===== src/rtl/phased_array_focus_pattern_defines.svh =====
// assertion macros used by the rtl
`ifndef PHASED_ARRAY_FOCUS_PATTERN_DEFINES_SVH
`define PHASED_ARRAY_FOCUS_PATTERN_DEFINES_SVH

// same-cycle implication
`define PAFP_ASSERT_NOW(lbl, ante, cons, msg) \
    lbl: assert property (@(posedge i_clk) disable iff (!i_rst_n) (ante) |-> (cons)) \
        else $error(msg);

// next-cycle implication
`define PAFP_ASSERT_NEXT(lbl, ante, cons, msg) \
    lbl: assert property (@(posedge i_clk) disable iff (!i_rst_n) (ante) |=> (cons)) \
        else $error(msg);

`endif


===== src/rtl/pafp_pkg.sv =====
`default_nettype none
package pafp_pkg;

    localparam int COLUMNS     = 8;
    localparam int ROWS        = 4;
    localparam int PHASE_STEPS = 10;
    localparam int CELLS       = COLUMNS * ROWS;
    localparam int ADDR_W      = (CELLS > 1) ? $clog2(CELLS) : 1;
    localparam int IDX_W       = 3;

    // floor(2^33 / 86) for the divide by 86
    localparam logic [26:0] RECIP_86 = 27'd99882960;
    localparam int          RECIP_SH = 33;

    typedef enum logic [1:0] {
        CMD_SET   = 2'd0,
        CMD_FOCUS = 2'd1,
        CMD_FLAT  = 2'd2,
        CMD_NONE  = 2'd3
    } t_cmd;

    typedef enum logic [1:0] {
        REG_DIAMETER = 2'd0,
        REG_SPACING  = 2'd1
    } t_reg;

    function automatic logic [12:0] centre_of(input logic [7:0] d, input logic [7:0] s,
                                              input logic [IDX_W-1:0] idx);
        logic [12:0] pitch;
        pitch = 13'(d) + 13'(s);
        return 13'({1'b0, d[7:1]}) + 13'(pitch * 13'(idx));
    endfunction

    function automatic logic [4:0] steps_of(input logic [7:0] v);
        logic [12:0] x;
        x = 13'(v) * 13'(PHASE_STEPS);
        return 5'((x + (x >> 8) + 13'd1) >> 8);
    endfunction

    function automatic logic [15:0] make_pattern(input logic [7:0] phase,
                                                 input logic [7:0] duty);
        logic [4:0]  np;
        logic [4:0]  nd;
        logic [4:0]  zeros;
        logic [4:0]  start;
        logic [16:0] pat;
        logic [16:0] mask;
        np   = steps_of(phase);
        nd   = steps_of(duty);
        mask = (17'd1 << PHASE_STEPS) - 17'd1;
        if ((6'(np) + 6'(nd)) > 6'(PHASE_STEPS)) begin
            zeros = 5'(PHASE_STEPS) - nd;
            start = np + nd - 5'(PHASE_STEPS);
            pat   = ~(((17'd1 << zeros) - 17'd1) << start);
        end else begin
            pat = ((17'd1 << nd) - 17'd1) << np;
        end
        return 16'(pat & mask);
    endfunction

endpackage
`default_nettype wire


===== src/rtl/pafp_isqrt.sv =====
`default_nettype none
module pafp_isqrt (
    input  wire logic        i_clk,
    input  wire logic        i_rst_n,
    input  wire logic        i_start,
    input  wire logic [31:0] i_radicand,
    output logic             o_done,
    output logic [15:0]      o_root
);

    logic        r_busy;
    logic        r_done;
    logic [3:0]  r_cnt;
    logic [31:0] r_n;
    logic [31:0] r_res;
    logic [31:0] r_bit;
    logic [31:0] trial;

    assign trial = r_res + r_bit;

    always_ff @(posedge i_clk) begin
        if (!i_rst_n) begin
            r_busy <= 1'b0;
            r_done <= 1'b0;
            r_cnt  <= '0;
        end else begin
            r_done <= 1'b0;
            if (i_start) begin
                r_busy <= 1'b1;
                r_cnt  <= '0;
            end else if (r_busy) begin
                r_cnt <= r_cnt + 4'd1;
                if (r_cnt == 4'd15) begin
                    r_busy <= 1'b0;
                    r_done <= 1'b1;
                end
            end
        end
    end

    // one result bit per cycle
    always_ff @(posedge i_clk) begin
        if (i_start) begin
            r_n   <= i_radicand;
            r_res <= '0;
            r_bit <= 32'h4000_0000;
        end else if (r_busy) begin
            if (r_n >= trial) begin
                r_n   <= r_n - trial;
                r_res <= (r_res >> 1) + r_bit;
            end else begin
                r_res <= r_res >> 1;
            end
            r_bit <= r_bit >> 2;
        end
    end

    assign o_done = r_done;
    assign o_root = r_res[15:0];

endmodule
`default_nettype wire


===== src/rtl/phased_array_focus_pattern.sv =====
// set: result registered one cycle after the request, next request taken two cycles after it
// focus: 32 results, 24 cycles each, 17 of them waiting on the 16-step square root unit
// flat: 32 results, 3 cycles each; one command in flight at a time
// a full output register holds back the sequencer until taken
// synchronous active-low reset clears the offset table valid bits and config
`default_nettype none
`include "phased_array_focus_pattern_defines.svh"
module phased_array_focus_pattern (
    input  wire logic        i_clk,
    input  wire logic        i_rst_n,
    input  wire logic        i_cfg_we,
    input  wire logic [1:0]  i_cfg_addr,
    input  wire logic [7:0]  i_cfg_wdata,
    input  wire logic        i_s_tvalid,
    output logic             o_s_tready,
    // command, column_index, row_index, offset_value, duty_level, focus_px,
    // focus_py, focus_pz, zero pad
    input  wire logic [63:0] i_s_tdata,
    output logic             o_m_tvalid,
    input  wire logic        i_m_tready,
    // out_column, out_row, wave_pattern, zero pad
    output logic [23:0]      o_m_tdata,
    // status
    output logic             o_m_tuser,
    output logic             o_m_tlast
);

    typedef enum logic [8:0] {
        S_IDLE = 9'b000000001,
        S_ELEM = 9'b000000010,
        S_SQX  = 9'b000000100,
        S_SQY  = 9'b000001000,
        S_X100 = 9'b000010000,
        S_SQRT = 9'b000100000,
        S_MUL  = 9'b001000000,
        S_DIV  = 9'b010000000,
        S_OUT  = 9'b100000000
    } t_state;

    localparam logic [6:0] DIV_K = 7'd86;
    localparam int ADDR_W_L = pafp_pkg::ADDR_W;

    t_state r_state, n_state;

    logic [7:0] r_diam, r_space;

    logic [1:0] in_cmd;
    logic [7:0] in_col, in_row, in_off, in_duty, in_px, in_py, in_pz;
    assign in_cmd  = i_s_tdata[1:0];
    assign in_col  = i_s_tdata[9:2];
    assign in_row  = i_s_tdata[17:10];
    assign in_off  = i_s_tdata[25:18];
    assign in_duty = i_s_tdata[33:26];
    assign in_px   = i_s_tdata[41:34];
    assign in_py   = i_s_tdata[49:42];
    assign in_pz   = i_s_tdata[57:50];

    logic       acc, set_bad, wr_en;
    logic [ADDR_W_L-1:0] wr_addr;

    assign o_s_tready = (r_state == S_IDLE);
    assign acc        = i_s_tvalid && o_s_tready;
    assign set_bad    = (int'(in_col) >= pafp_pkg::COLUMNS) || (int'(in_row) >= pafp_pkg::ROWS);
    assign wr_en      = acc && (in_cmd == pafp_pkg::CMD_SET) && !set_bad;
    assign wr_addr    = ADDR_W_L'(int'(in_col) * pafp_pkg::ROWS + int'(in_row));

    // offset table with per-entry valid bits
    logic [7:0] r_mem [pafp_pkg::CELLS];
    logic [pafp_pkg::CELLS-1:0] r_vld;
    logic [7:0] r_rd_data;
    logic       r_rd_vld;
    logic [ADDR_W_L-1:0] rd_addr;

    logic [pafp_pkg::IDX_W-1:0] r_x, r_y;
    assign rd_addr = ADDR_W_L'(int'(r_x) * pafp_pkg::ROWS + int'(r_y));

    always_ff @(posedge i_clk) begin
        if (wr_en) begin
            r_mem[wr_addr] <= in_off;
        end
        if (r_state == S_ELEM) begin
            r_rd_data <= r_mem[rd_addr];
            r_rd_vld  <= r_vld[rd_addr];
        end
    end

    always_ff @(posedge i_clk) begin
        if (!i_rst_n) begin
            r_vld <= '0;
        end else if (wr_en) begin
            r_vld[wr_addr] <= 1'b1;
        end
    end

    always_ff @(posedge i_clk) begin
        if (!i_rst_n) begin
            r_diam  <= 8'd16;
            r_space <= 8'd2;
        end else if (i_cfg_we) begin
            case (i_cfg_addr)
                pafp_pkg::REG_DIAMETER: r_diam  <= i_cfg_wdata;
                pafp_pkg::REG_SPACING:  r_space <= i_cfg_wdata;
                default: ;
            endcase
        end
    end

    // request fields
    logic [1:0]  r_cmd;
    logic        r_bad;
    logic [7:0]  r_col, r_row, r_duty, r_px, r_py;
    logic [15:0] r_pz2;

    // per-element datapath
    logic signed [13:0] r_dx, r_dy;
    logic [24:0]        r_sum;
    logic [7:0]         r_off, r_phase;
    logic [23:0]        r_v;
    logic [50:0]        r_prod;

    logic        sq_start, sq_done;
    logic [15:0] sq_root;
    logic [31:0] sq_rad;

    logic signed [27:0] sq_x, sq_y;
    logic [12:0]        cx, cy;
    logic [7:0]         off_sel;
    logic [17:0]        q_est;
    logic [24:0]        rem;
    logic [7:0]         q_lo;
    logic               last_elem, out_load;

    assign cx        = pafp_pkg::centre_of(r_diam, r_space, r_x);
    assign cy        = pafp_pkg::centre_of(r_diam, r_space, r_y);
    assign sq_x      = r_dx * r_dx;
    assign sq_y      = r_dy * r_dy;
    assign off_sel   = r_rd_vld ? r_rd_data : 8'd0;
    assign sq_rad    = (32'(r_sum) << 6) + (32'(r_sum) << 5) + (32'(r_sum) << 2);
    assign sq_start  = (r_state == S_X100);
    assign q_est     = r_prod[50:pafp_pkg::RECIP_SH];
    assign rem       = 25'(r_v) - 25'(q_est) * 25'(DIV_K);
    assign q_lo      = (rem >= 25'(DIV_K)) ? (q_est[7:0] + 8'd1) : q_est[7:0];
    assign last_elem = (int'(r_x) == pafp_pkg::COLUMNS - 1) && (int'(r_y) == pafp_pkg::ROWS - 1);
    assign out_load  = (r_state == S_OUT) && (!o_m_tvalid || i_m_tready);

    pafp_isqrt u_isqrt (
        .i_clk      (i_clk),
        .i_rst_n    (i_rst_n),
        .i_start    (sq_start),
        .i_radicand (sq_rad),
        .o_done     (sq_done),
        .o_root     (sq_root)
    );

    always_comb begin
        n_state = r_state;
        case (r_state)
            S_IDLE: begin
                if (acc) begin
                    case (in_cmd)
                        pafp_pkg::CMD_SET:                     n_state = S_OUT;
                        pafp_pkg::CMD_FOCUS, pafp_pkg::CMD_FLAT: n_state = S_ELEM;
                        default:                               n_state = S_IDLE;
                    endcase
                end
            end
            S_ELEM: n_state = S_SQX;
            S_SQX:  n_state = (r_cmd == pafp_pkg::CMD_FLAT) ? S_OUT : S_SQY;
            S_SQY:  n_state = S_X100;
            S_X100: n_state = S_SQRT;
            S_SQRT: n_state = sq_done ? S_MUL : S_SQRT;
            S_MUL:  n_state = S_DIV;
            S_DIV:  n_state = S_OUT;
            S_OUT: begin
                if (out_load) begin
                    if (r_cmd == pafp_pkg::CMD_SET || last_elem) begin
                        n_state = S_IDLE;
                    end else begin
                        n_state = S_ELEM;
                    end
                end
            end
            default: n_state = S_IDLE;
        endcase
    end

    always_ff @(posedge i_clk) begin
        if (!i_rst_n) begin
            r_state    <= S_IDLE;
            o_m_tvalid <= 1'b0;
        end else begin
            r_state <= n_state;
            if (out_load) begin
                o_m_tvalid <= 1'b1;
            end else if (i_m_tready) begin
                o_m_tvalid <= 1'b0;
            end
        end
    end

    always_ff @(posedge i_clk) begin
        if (acc) begin
            r_cmd  <= in_cmd;
            r_bad  <= set_bad;
            r_col  <= in_col;
            r_row  <= in_row;
            r_duty <= in_duty;
            r_px   <= in_px;
            r_py   <= in_py;
            r_pz2  <= 16'(in_pz) * 16'(in_pz);
            r_x    <= '0;
            r_y    <= '0;
        end
        case (r_state)
            S_ELEM: begin
                r_dx <= $signed({1'b0, cx}) - $signed({6'd0, r_px});
                r_dy <= $signed({1'b0, cy}) - $signed({6'd0, r_py});
            end
            S_SQX: begin
                r_off   <= off_sel;
                r_phase <= off_sel;
                r_sum   <= 25'(r_pz2) + 25'(sq_x[23:0]);
            end
            S_SQY:  r_sum  <= r_sum + 25'(sq_y[23:0]);
            S_SQRT: r_v    <= (24'(sq_root) << 8) - 24'(sq_root);
            S_MUL:  r_prod <= 51'(r_v) * 51'(pafp_pkg::RECIP_86);
            S_DIV:  r_phase <= q_lo + r_off;
            S_OUT: begin
                if (out_load && r_cmd != pafp_pkg::CMD_SET) begin
                    if (int'(r_y) == pafp_pkg::ROWS - 1) begin
                        r_y <= '0;
                        r_x <= r_x + 1'b1;
                    end else begin
                        r_y <= r_y + 1'b1;
                    end
                end
            end
            default: ;
        endcase
    end

    always_ff @(posedge i_clk) begin
        if (out_load) begin
            if (r_cmd == pafp_pkg::CMD_SET) begin
                o_m_tuser <= r_bad;
                o_m_tdata <= {3'd0, 16'd0, r_row[1:0], r_col[2:0]};
                o_m_tlast <= 1'b1;
            end else begin
                o_m_tuser <= 1'b0;
                o_m_tdata <= {3'd0, pafp_pkg::make_pattern(r_phase, r_duty),
                              2'(r_y), 3'(r_x)};
                o_m_tlast <= last_elem;
            end
        end
    end

    `PAFP_ASSERT_NEXT(a_stall_holds, (r_state == S_OUT) && o_m_tvalid && !i_m_tready, r_state == S_OUT, "sequencer moved during output stall")
    `PAFP_ASSERT_NOW(a_write_idle, wr_en, r_state == S_IDLE, "table write outside idle")
    `PAFP_ASSERT_NEXT(a_last_idle, out_load && (r_cmd == pafp_pkg::CMD_SET || last_elem), (r_state == S_IDLE) && o_m_tlast, "final result did not end the command")

endmodule
`default_nettype wire


===== config.mk =====
export PLATFORM = sky130hd
export DESIGN_NAME = phased_array_focus_pattern
export DESIGN_NICKNAME = d
export VERILOG_FILES = /design/src/rtl/pafp_pkg.sv /design/src/rtl/pafp_isqrt.sv /design/src/rtl/phased_array_focus_pattern.sv
export VERILOG_INCLUDE_DIRS = /design/src /design/src/rtl
export SDC_FILE = /design/constraint.sdc
export NUM_CORES = 2
export LEC_CHECK = 0
export CORE_MARGIN = 2
export CORE_UTILIZATION = 60
export CTS_CLUSTER_DIAMETER = 200
export CTS_CLUSTER_SIZE = 16
export DETAILED_ROUTE_END_ITERATION = 6
export DONT_BUFFER_PORTS = 1
export PLACE_DENSITY = 0.89
export SYNTH_ARGS = -nofsm -noshare
export SYNTH_HDL_FRONTEND = slang
export SYNTH_HIERARCHICAL = 1
export SYNTH_SLANG_ARGS = --single-unit

===== constraint.sdc =====
create_clock -name i_clk -period 8.04 [get_ports i_clk]
set_input_delay 1.608 -clock i_clk [delete_from_list [all_inputs] [get_ports i_clk]]
set_output_delay 1.608 -clock i_clk [all_outputs]
set_load 0.05 [all_outputs]

==> flow_metrics.tcl <==
set metrics [dict create \
    htreeDepth 2 \
    cts_root_buf "clkbuf_16" \
    r2r.worst_path.cells 38 \
    critical_path.max_fanout 5 \
    ir_drop_uv 461.6 \
    globalRouteOverflowTotal 0 \
    yosys_warnings 6 \
    grt_pass1_vias 47050 \
    syn_area_per_cell_um2 10.60 \
    yosysSeqAreaShare_pct 26.73 \
    drt-total-wl_um 150300 \
    async_reset_ff_share_pct 0 \
    clk_latency_ns 0.65 \
    synth_top_area_cell "edfxtp_1" \
    cts_buffers 42 \
    via_per_inst 6.130 \
    maxClockFrequency_ghz 0.1223 \
    seqPwrFrac_pct 27.1 \
    clock_sinks 590 \
    ys_top_cells_by_count "921 x inv_1, 742 x ha_1, 642 x fa_1, 472 x edfxtp_1, 360 x nand2_1" \
    skew_ns 0.06316 \
    critPathKind "flip-flop to flip-flop" \
    p_sw_share_pct 41.13 \
    min_period_over_period_pct 101.7 \
    syn_inst 5838 \
    n_antenna_cell 0 \
    p_clk_share_pct 16.2 \
    fin_nets 7348 \
    cts_tree "built" \
    cp_data_required_time_ns 8.41 \
    cellPowerDensity_nw_per_um2 202.0 \
    placed_cells 7181 \
    reg2reg_from "r_prod[37]$_DFFE_PP_" \
    worstSetupEndpoint "r_phase[7]$_DFFE_PP_" \
    die_area_um2 105700 \
    grt_max_degree 75 \
    synth_edf_count 472 \
    combPwrFrac_pct 56.8 \
    initial_core_util_pct 60.62 \
    worstPathArrival_ns 8.55 \
    die_y_um 325.1 \
    endpoint_kind "flip-flop" \
    slew_violations 0 \
    drv_cap 0 \
    cpPeakStageDelay_ns 0.53 \
    hpwl_um 115400 \
    place.gp.congestion 0.9453 \
    drt_iter0_markers 3916 \
    drt_first_pass_iters 7 \
    grt_pass1_wl_um 240800 \
    yosys-top-cells-area "edfxtp_1 23%, fa_1 21%, ha_1 15%" \
    synth_top_area_share_pct 22.91 \
    path_clk_slew_ns 0.07 \
    violations "DRC, setup timing" \
    worst_pin_slew_ns 1.133 \
    final_cells 7287 \
    cts_buffer_depth 3 \
    core_um2 102000 \
    port_buffers 0 \
    ys_ff_latch 590 \
    antenna_found_initial 6 \
    fin_ws_ns -0.1337 \
    crit_path_top_delay_cell "fa_1" \
    syn_to_final_growth_pct 6.212 \
    startpoint_type "flip-flop" \
    switchingPower_uw 5458 \
    drc_errors 1 \
    placedInstanceArea_um2 63720 \
    num_rows 117 \
    relSlewSlack_pct 24.23 \
    ios 107 \
    setup_viol 1 \
    min-delay-path-class "flip-flop to flip-flop" \
    hold_violations 0 \
    grt_usage_pct 28.12 \
    whs_ns 0.4757 \
    fin_tns_setup_ns -0.1337 \
    rsz0062_at_grt "true" \
    detail-route-antenna-nets 0 \
    vias 44670 \
    stdcell_area_um2 65700 \
    r2r_slack_ns -0.13 \
    status "finished with violations" \
    period_needed_ns 8.174 \
    syn_area_um2 61860 \
    leakagePower_uw 0.02888 \
    routedWlPerCell_um 20.63 \
    synthFlopType "edfxtp_1" \
    startpoint "r_prod[37]$_DFFE_PP_" \
    p_int_uw 7812 \
    synth.most_common_cell "inv_1" \
    die_w_um 325.1 \
    drive_above_1_share_pct 8.025 \
    synth.distinct_cells 126 \
    worstReg2RegEnd "r_phase[7]$_DFFE_PP_" \
]
critical path, delay by kind of cell (launching register included):
family / cells / cell delay (ns)
compound gates: 16 / 2.83
fa+ha+maj: 6 / 1.87
simple gates: 6 / 1.16
xor+xnor: 4 / 0.65
buf+inv: 5 / 0.57
flops: 1 / 0.47
mux: 1 / 0.40
layout by cell type (no fill, tap or decap), drive strengths merged, types with 73 or more instances in the layout:
cell	netlist	layout
inv	929	931
ha	742	742
fa	642	642
edfxtp	472	472
nand2	361	361
nor2	286	286
a21oi	235	235
o21ai	221	221
xnor2	206	206
and2	164	164
buf	49	143
dfxtp	118	118
xor2	103	103
mux4	90	90
nand3	82	82
o21a	77	77
a21o	76	76
clkbuf	106	75
nor3	74	74
nor2b	73	73
power groups by stage:
stage	Clock, µW	Sequential (µW)	Combinational (µW)
6_report	2150	3590	7530
5_1_grt	2250	3600	8310
4_1_cts	2160	3590	7270
3_5_place_dp	0	3660	7170
3_3_place_gp	0	3660	6870
2_1_floorplan	0	3630	5760
area by class of cell:
cell class | count | area [µm²]
clock inverter | 3 | 70.07
multi-input combinational | 4178 | 41600
tap | 1368 | 1712
timing repair buffer | 143 | 1092
sequential | 590 | 16540
inverter | 930 | 3501
fill | 7219 | 36330
clock buffer | 75 | 1185
per-layer routing:
| layer | GRT usage (%) | wire length, µm | vias to the layer above | share of wire [%] |
|---|---|---|---|---|
| met2 | 48.79 | 73830 | 2100 | 49 |
| li1 | - | - | 20120 | - |
| met4 | 12.48 | 7942 | 6 | 5.3 |
| met5 | 0 | 41 | - | 0.027 |
| met3 | 4.360 | 11870 | 574 | 7.9 |
| met1 | 34.71 | 56640 | 21870 | 38 |
registers in the layout, indices dropped and copies added (netlist names), 9 cells and up:
register / cells
o_m_tdata: 15
r_dx: 14
r_dy: 14
r_mem: 256
r_prod: 18
r_pz2: 15
r_state: 9
r_sum: 25
r_v: 24
r_vld: 32
u_isqrt/r_bit: 16
u_isqrt/r_n: 32
u_isqrt/r_res: 32
per-stage QoR:
stage,power (µW),util [%],setup slack [ns]
global placement,10530,62.45,-0.3485
floorplan,9395,-,0.01964
finish,13270,64.39,-0.1337
CTS,13020,63.88,-0.08903
detailed placement,10830,62.45,-0.5203
global route,14160,64.39,-0.5044
what timing repair did:
action / 4_1_cts / 5_1_grt
pin swaps: 33 / 67
endpoints found under the setup margin: 5 / 8
hold buffers: 0 / 0
buffers inserted: 9 / 19
gates resized for setup: 29 / 66
cell families after synthesis:
group | count (synthesis) | synth area share (%)
adder cells (fa/ha/maj) | 1384 | 35.79
AND/OR/NAND/NOR | 1311 | 10.75
buffers and inverters | 1085 | 6.952
AO/OA/AOI/OAI | 989 | 10.76
flip-flops | 590 | 26.73
XOR/XNOR | 309 | 4.418
multiplexers | 168 | 4.587
other | 2 | 0.01214
worst min-delay path by stage:
stage | endpoint | from | slack, ns | depth (start not counted)
after global placement | r_vld[19]$_SDFFE_PN0P_ | r_vld[19]$_SDFFE_PN0P_ | 0.44 | 1
after CTS | r_vld[13]$_SDFFE_PN0P_ | r_vld[13]$_SDFFE_PN0P_ | 0.47 | 1
final | r_vld[13]$_SDFFE_PN0P_ | r_vld[13]$_SDFFE_PN0P_ | 0.48 | 1
after floorplan | r_vld[10]$_SDFFE_PN0P_ | r_vld[10]$_SDFFE_PN0P_ | 0.44 | 1
after detailed placement | r_vld[13]$_SDFFE_PN0P_ | r_vld[13]$_SDFFE_PN0P_ | 0.46 | 1
after global routing | r_vld[2]$_SDFFE_PN0P_ | r_vld[2]$_SDFFE_PN0P_ | 0.49 | 1
Power figures use the tool's default switching activity.
